## config.mk

```make
export PLATFORM = sky130hd
export DESIGN_NAME = spi_range_sensor_poller_top
export DESIGN_NICKNAME = d
export VERILOG_FILES = /design/src/rtl/core/spp_pkg.sv /design/src/rtl/core/spi_range_sensor_poller_top.sv
export SDC_FILE = /design/constraint.sdc
export NUM_CORES = 1
export LEC_CHECK = 0
export BUFFER_PORTS_ARGS = -buffer_cell sky130_fd_sc_hd__buf_2
export CORE_ASPECT_RATIO = 1.5
export CORE_MARGIN = 2
export CORE_UTILIZATION = 35
export DETAILED_ROUTE_END_ITERATION = 10
export SLEW_MARGIN = 15
export SYNTH_ARGS = -nofsm -noshare
export SYNTH_HDL_FRONTEND = slang
export SYNTH_SLANG_ARGS = --single-unit
```

## constraint.sdc

```tcl
create_clock -name clk -period 7.9 [get_ports clk]
set_clock_uncertainty 0.1 [all_clocks]
set_input_delay 0.395 -clock clk [delete_from_list [all_inputs] [get_ports clk]]
set_output_delay 0.395 -clock clk [all_outputs]
set_load 0.05 [all_outputs]
```

## src/rtl/core/spp_pkg.sv

```systemverilog
// ----------------------------------------------------------------------------
// SPI range poller package
// Command and reply codes, register indexes and field widths shared by the
// poller core and its port checker.
// ----------------------------------------------------------------------------
package spp_pkg;

	localparam int unsigned WordW  = 16;
	localparam int unsigned ByteW  = 8;
	localparam int unsigned DelayW = 12;
	localparam int unsigned TickW  = 8;
	localparam int unsigned CfgIdxW  = 2;
	localparam int unsigned CfgDataW = DelayW;

	// Commands sent to the range board
	localparam logic [WordW-1:0] CMD_NONE  = 16'h0000;
	localparam logic [WordW-1:0] CMD_FIRE  = 16'hCC01;
	localparam logic [WordW-1:0] CMD_READ  = 16'hCC02;
	localparam logic [WordW-1:0] CMD_ALIVE = 16'hCC03;

	// Expected replies
	localparam logic [WordW-1:0] ACK_A     = 16'hBABE;
	localparam logic [WordW-1:0] ACK_B     = 16'hCABB;
	localparam logic [WordW-1:0] DATA_MASK = 16'hFF00;
	localparam logic [WordW-1:0] DATA_TAG  = 16'hDD00;

	// Request kinds
	localparam logic REQ_TICK = 1'b0;
	localparam logic REQ_XFER = 1'b1;

	// Configuration register indexes
	typedef enum logic [CfgIdxW-1:0] {
		CFG_START_DELAY = 2'd0,
		CFG_FIRE_TICK   = 2'd1,
		CFG_READ_TICK   = 2'd2
	} cfg_idx_t;

	localparam logic [DelayW-1:0] START_DELAY_RST = 12'd2000;
	localparam logic [TickW-1:0]  FIRE_TICK_RST   = 8'd5;
	localparam logic [TickW-1:0]  READ_TICK_RST   = 8'd75;

	localparam logic [DelayW-1:0] ELAPSED_MAX = {DelayW{1'b1}};
	localparam logic [WordW-1:0]  POLL_MAX    = {WordW{1'b1}};

endpackage

```

## src/rtl/core/spi_range_sensor_poller_top.sv

```systemverilog
// ----------------------------------------------------------------------------
// SPI range sensor poller
// Tracks the link to an ultrasonic range board, issues alive, fire and read
// commands on millisecond ticks and checks each SPI reply.
// ----------------------------------------------------------------------------
//  Channel   Handshake              Payload
//  in        in_valid / in_stall    req_type, rx_flag, rx_word
//  out       out_valid / out_stall  cmd_valid, cmd_word, range_valid,
//                                   range_value, link_up
//  cfg       cfg_we                 cfg_index, cfg_data
//
//  Every input beat yields exactly one output beat: it passes through the
//  input register and then the result register.
//  One beat is taken per cycle while in_stall is low; the single
//  compare-and-update pass between the input and result registers allows it.
//  in_stall rises only when both the input and the result register are full
//  and out_stall is high. arst_n resets all control state and the registers.
// ----------------------------------------------------------------------------
module spi_range_sensor_poller_top
	import spp_pkg::*;
(
	input  logic                clk,
	input  logic                arst_n,
	// input channel
	input  logic                in_valid,
	output logic                in_stall,
	input  logic                req_type,
	input  logic                rx_flag,
	input  logic [WordW-1:0]    rx_word,
	// output channel
	output logic                out_valid,
	input  logic                out_stall,
	output logic                cmd_valid,
	output logic [WordW-1:0]    cmd_word,
	output logic                range_valid,
	output logic [ByteW-1:0]    range_value,
	output logic                link_up,
	// configuration
	input  logic                cfg_we,
	input  logic [CfgIdxW-1:0]  cfg_index,
	input  logic [CfgDataW-1:0] cfg_data
);

	// Configuration registers
	logic [DelayW-1:0] start_delay_q;
	logic [TickW-1:0]  fire_tick_q;
	logic [TickW-1:0]  read_tick_q;

	// Poller state
	logic [DelayW-1:0] elapsed_q;
	logic              link_q;
	logic              fire_pend_q;
	logic [WordW-1:0]  poll_q;
	logic [WordW-1:0]  last_cmd_q;
	logic [WordW-1:0]  last_rx_q;
	logic [ByteW-1:0]  sample_q;
	logic              fresh_q;
	logic [ByteW-1:0]  range_q;

	// Input register
	logic              valid_s1;
	logic              req_s1;
	logic              flag_s1;
	logic [WordW-1:0]  word_s1;

	// Result register
	logic              valid_s2;
	logic              cmd_valid_s2;
	logic [WordW-1:0]  cmd_word_s2;
	logic              range_valid_s2;
	logic [ByteW-1:0]  range_s2;
	logic              link_s2;

	// Next-state values from the single update pass
	logic [DelayW-1:0] elapsed_d;
	logic              link_d;
	logic              fire_pend_d;
	logic [WordW-1:0]  poll_d;
	logic [WordW-1:0]  last_cmd_d;
	logic [WordW-1:0]  last_rx_d;
	logic [ByteW-1:0]  sample_d;
	logic              fresh_d;
	logic [ByteW-1:0]  range_d;
	logic              cmd_valid_d;
	logic [WordW-1:0]  cmd_word_d;
	logic              range_valid_d;

	logic              adv_s1;   // s1 beat moves into the result register
	logic              take_in;  // input beat accepted

	// Advance whenever the result register is empty or being drained
	assign adv_s1   = valid_s1 & (~valid_s2 | ~out_stall);
	assign in_stall = valid_s1 & valid_s2 & out_stall;
	assign take_in  = in_valid & ~in_stall;

	// Configuration writes; an unknown index is dropped
	always_ff @(posedge clk or negedge arst_n) begin
		if (!arst_n) begin
			start_delay_q <= START_DELAY_RST;
			fire_tick_q   <= FIRE_TICK_RST;
			read_tick_q   <= READ_TICK_RST;
		end else if (cfg_we) begin
			unique case (cfg_index)
				CFG_START_DELAY: start_delay_q <= cfg_data;
				CFG_FIRE_TICK:   fire_tick_q   <= cfg_data[TickW-1:0];
				CFG_READ_TICK:   read_tick_q   <= cfg_data[TickW-1:0];
				default: ;
			endcase
		end
	end

	// Input register: load on accept, empty when drained with nothing behind
	always_ff @(posedge clk or negedge arst_n) begin
		if (!arst_n) begin
			valid_s1 <= 1'b0;
			req_s1   <= REQ_TICK;
			flag_s1  <= 1'b0;
			word_s1  <= '0;
		end else begin
			if (take_in) begin
				valid_s1 <= 1'b1;
				req_s1   <= req_type;
				flag_s1  <= rx_flag;
				word_s1  <= rx_word;
			end else if (adv_s1) begin
				valid_s1 <= 1'b0;
			end
		end
	end

	// One pass over the beat in s1 against the current state
	always_comb begin
		elapsed_d     = elapsed_q;
		link_d        = link_q;
		fire_pend_d   = fire_pend_q;
		poll_d        = poll_q;
		last_cmd_d    = last_cmd_q;
		last_rx_d     = last_rx_q;
		sample_d      = sample_q;
		fresh_d       = fresh_q;
		range_d       = range_q;
		cmd_valid_d   = 1'b0;
		cmd_word_d    = CMD_NONE;
		range_valid_d = 1'b0;

		if (req_s1 == REQ_XFER) begin
			// Keep the previous word unless the status says it is valid
			if (flag_s1) begin
				last_rx_d = word_s1;
			end
			// Check the reply against the last command sent
			case (last_cmd_q)
				CMD_FIRE: begin
					if (last_rx_d == ACK_A || last_rx_d == ACK_B) begin
						fire_pend_d = 1'b0;
					end else begin
						link_d = 1'b0;
					end
				end
				CMD_READ: begin
					if ((last_rx_d & DATA_MASK) == DATA_TAG) begin
						sample_d    = last_rx_d[ByteW-1:0];
						fresh_d     = 1'b1;
						fire_pend_d = 1'b1;
						poll_d      = '0;
					end else begin
						link_d = 1'b0;
					end
				end
				CMD_ALIVE: begin
					if (last_rx_d == ACK_B) begin
						link_d      = 1'b1;
						fire_pend_d = 1'b1;
						poll_d      = '0;
					end
				end
				default: ;
			endcase
		end else begin
			// Publish an unconsumed sample first
			if (fresh_q) begin
				range_d       = sample_q;
				fresh_d       = 1'b0;
				range_valid_d = 1'b1;
			end
			if (elapsed_q > start_delay_q) begin
				if (link_q) begin
					if (poll_q != POLL_MAX) begin
						poll_d = poll_q + 1'b1;
					end
					if (fire_pend_q) begin
						if (poll_d == {{(WordW-TickW){1'b0}}, fire_tick_q}) begin
							cmd_word_d = CMD_FIRE;
						end
					end else if (poll_d == {{(WordW-TickW){1'b0}}, read_tick_q}) begin
						cmd_word_d = CMD_READ;
					end
				end else begin
					// Link down: probe every tick
					cmd_word_d = CMD_ALIVE;
				end
				if (cmd_word_d != CMD_NONE) begin
					cmd_valid_d = 1'b1;
					last_cmd_d  = cmd_word_d;
				end
			end
			if (elapsed_q != ELAPSED_MAX) begin
				elapsed_d = elapsed_q + 1'b1;
			end
		end
	end

	// State and result register update together as the beat leaves s1
	always_ff @(posedge clk or negedge arst_n) begin
		if (!arst_n) begin
			elapsed_q      <= 12'd1;
			link_q         <= 1'b0;
			fire_pend_q    <= 1'b1;
			poll_q         <= '0;
			last_cmd_q     <= CMD_NONE;
			last_rx_q      <= '0;
			sample_q       <= '0;
			fresh_q        <= 1'b0;
			range_q        <= '0;
			valid_s2       <= 1'b0;
			cmd_valid_s2   <= 1'b0;
			cmd_word_s2    <= CMD_NONE;
			range_valid_s2 <= 1'b0;
			range_s2       <= '0;
			link_s2        <= 1'b0;
		end else begin
			if (adv_s1) begin
				elapsed_q      <= elapsed_d;
				link_q         <= link_d;
				fire_pend_q    <= fire_pend_d;
				poll_q         <= poll_d;
				last_cmd_q     <= last_cmd_d;
				last_rx_q      <= last_rx_d;
				sample_q       <= sample_d;
				fresh_q        <= fresh_d;
				range_q        <= range_d;
				valid_s2       <= 1'b1;
				cmd_valid_s2   <= cmd_valid_d;
				cmd_word_s2    <= cmd_word_d;
				range_valid_s2 <= range_valid_d;
				range_s2       <= range_d;
				link_s2        <= link_d;
			end else if (!out_stall) begin
				// Drop the delivered beat
				valid_s2 <= 1'b0;
			end
		end
	end

	assign out_valid   = valid_s2;
	assign cmd_valid   = cmd_valid_s2;
	assign cmd_word    = cmd_word_s2;
	assign range_valid = range_valid_s2;
	assign range_value = range_s2;
	assign link_up     = link_s2;

endmodule

```

==> results.toml <==
[finish]
drive_above_1_share = 0.268
fin_nets = 724
n_antenna_cell = 0
area_growth_syn_to_layout_pct = 14.7
fillCellCount = 1881

[pwr]
worst_ir_drop_vdd_mv = 0.135
comb_power_share = 0.177
power_density_nw_per_um2 = 263
p_clk_frac = 0.400
swShare = 0.298
leakagePower_nw = 3.46
intPower_mw = 1.41
p_switching_mw = 0.601
seqPwrFrac = 0.423
power.total_mw = 2.02

[critical_path]
r2r-end = "last_cmd_q[1]$_DFFE_PN0P_"
reg2reg_slack_ns = 4.41
cp.required_ns = 8.09
ff2ff_path_depth = 8
setup.worst_path.class = "register to register"
crit_arrival_ns = 3.68
path_max_fanout = 12
endpoint = "last_cmd_q[1]$_DFFE_PN0P_"
r2r-start = "poll_q[1]$_DFFE_PN0P_"
startpoint = "poll_q[1]$_DFFE_PN0P_"
start_kind = "register"
setup.worst_path.end_class = "register"

[sta]
fin_crit_sh = 0.442
slew_violations = 0
slew_headroom = 0.427
rsz0062_at_grt = "false"
final.min_clock_period_ns = 3.49
setup_viol = 0
hold_violations = 0
worstMarginPinSlew_ns = 0.859
fmax_mhz = 287
finalSetupTns_ns = 0

[clock_network]
cts.htree.levels = 4
cts_setup_buffers = 0
cts.sinks = 119
cts_tree = "built"
cts_buffers = 17
root_buffer = "clkbuf_16"
path_clk_slew_ns = 0.06
clock_latency_ns = 0.41
clockBufferDepth = 2

[drt]
vias = 5017
dr.pass1.iters = 5
drt.antenna.violating_nets = 0
wirelength_um = 16500
top_layer_used = "met4"
drtIter0Drc = 255
met2_wirelength_um = 8780
wl_per_cell_um = 17.6
wl_met1_um = 6670
drc_errors = 0
route.met3.wl_um = 408
via_per_inst = 5.35

[floorplanning]
die_x_um = 117
core-area_um2 = 18600
io_pins = 66
dieArea_um2 = 20200
num_rows = 61
initial_core_util = 0.358
die_h_um = 173

[min_path]
min_path_type = "input port to register"

[global_route]
grt_pass1_vias = 5217
grt-ovfl-total = 0
antenna_found_initial = 0
grt_usage = 0.173
grt_pass1_wl_um = 27400
grt_max_degree = 61

[placed_design]
post-dp-hpwl_um = 12400
io_buffers = 55
finalWeightedCongestion = 0.913

[yosys]
yosysMostFrequentCell = "dfrtp_1"
yosys_register_bits = 119
synthFlopType = "dfrtp_1"
synth_top_area_cell = "dfrtp_1"
synth-seq-area-share = 0.449
yosysTopAreaCellShare = 0.394
synth-edff-count = 0
synth_warnings = 0
syn_area_um2 = 6670
netlist_instances = 634
syn_avg_cell_area_um2 = 10.5
yosys-top-cells-area = "dfrtp_1, mux2_2, dfstp_2"
yosys-top-cells-count = "dfrtp_1, mux2_2, nand2_1"
synth-async-reset-ratio = 1.00
yosysUniqueCellTypes = 76

[outcome]
status = "finished clean"

[flow_run]
cap_violations = 0
## flip-flops by register name, summed over array words and instances, names as in the netlist, 3 cells and up
| signal | cells |
|---|---|
| fire_tick_q | 8 |
| range_value | 8 |
| start_delay_q | 12 |
| sample_q | 8 |
| read_tick_q | 8 |
| elapsed_q | 12 |
| last_rx_q | 16 |
| poll_q | 16 |
| word_s1 | 16 |
| last_cmd_q | 3 |
| cmd_word | 3 |
## power groups by stage
stage	sequential [mW]	clock, mW	combinational (mW)
final	0.852	0.806	0.358
after global routing	0.869	0.845	0.403
after floorplan	0.807	0	0.290
after global placement	0.853	0	0.352
after detailed placement	0.860	0	0.360
after CTS	0.850	0.823	0.364
## layout by cell type (no fill, tap or decap), types with 7 or more instances in the layout
master and instances:
nor3_1 11, a211o_1 8, o21ai_0 27, buf_2 54
nor2_1 32, xnor2_1 14, dfrtp_1 105, a21oi_1 19
and3_1 10, xor2_1 7, nand3_1 18, nand2_1 51
ha_1 14, inv_1 30, a31oi_1 10, nand4_1 12
mux2i_1 13, clkbuf_16 17, dfstp_2 14, mux2_2 60
conb_1 10, o22a_1 8
## final cells by class
cell class,instances,area (µm²),share of cell area
multi-input cells,446,3300,0.432
repair buffers,58,303,0.0396
well taps,252,315,0.0412
flip-flops and latches,119,3000,0.391
clock buffers,20,457,0.0597
clock inverters,12,163,0.0213
inverters,31,116,0.0152
## critical path, cell delays in order, from the launching register on
cell	delay, ns
dfrtp_1	0.53
ha_1	0.48
and3_1	0.43
nand4_1	0.54
a221oi_1	0.42
o2111ai_1	0.15
nor4_1	0.41
and2_1	0.23
o21ai_1	0.07
## how the worst min path moves through the flow
stage | start | endpoint | slack (ns) | cells after the start
2_1_floorplan | arst_n | cmd_valid$_DFFE_PN0P_ | -0.0006 | 0
3_3_place_gp | sample_q[2]$_DFFE_PN0P_ | sample_q[2]$_DFFE_PN0P_ | 0.37 | 2
3_5_place_dp | range_valid$_DFFE_PN0P_ | range_valid$_DFFE_PN0P_ | 0.37 | 2
4_1_cts | cfg_data[11] | start_delay_q[11]$_DFFE_PN0P_ | 0.08 | 3
5_1_grt | in_valid | valid_s1$_DFFE_PN0P_ | 0.10 | 2
6_report | cfg_data[11] | start_delay_q[11]$_DFFE_PN0P_ | 0.09 | 3
## layer usage
metal,track usage,vias to the layer above
met1,0.202,2505
met4,0.0828,0
met3,0.0291,36
met2,0.302,101
met5,0,-
li1,-,2375
## through the flow
step,util,cell area (µm²),worst slack (ns),instances,hold slack [ns]
floorplan,-,6700,5.32,643,-0.000591
global placement,0.377,7020,4.47,905,0.375
detailed placement,0.377,7020,4.42,905,0.372
CTS,0.411,7650,4.42,938,0.0786
global route,0.411,7650,4.14,938,0.103
finish,0.411,7650,4.41,938,0.0919
## kinds of logic (layout without fill, tap and decap cells)
kind of cell    after synthesis  count (layout)  synth area share
xor+xnor                     21              21            0.0276
simple gates                198             198             0.176
buf+inv                      78             121            0.0615
flops                       119             119             0.449
fa+ha+maj                    14              14            0.0263
mux                          73              73             0.121
other cells                   1              10          0.000562
compound gates              130             130             0.138
## repair_timing
item,CTS,global route
hold buffers,1,0
resized for setup,0,0
setup endpoints to repair,0,0
endpoints found under the hold margin,50,0
Power figures use the tool's default switching activity.
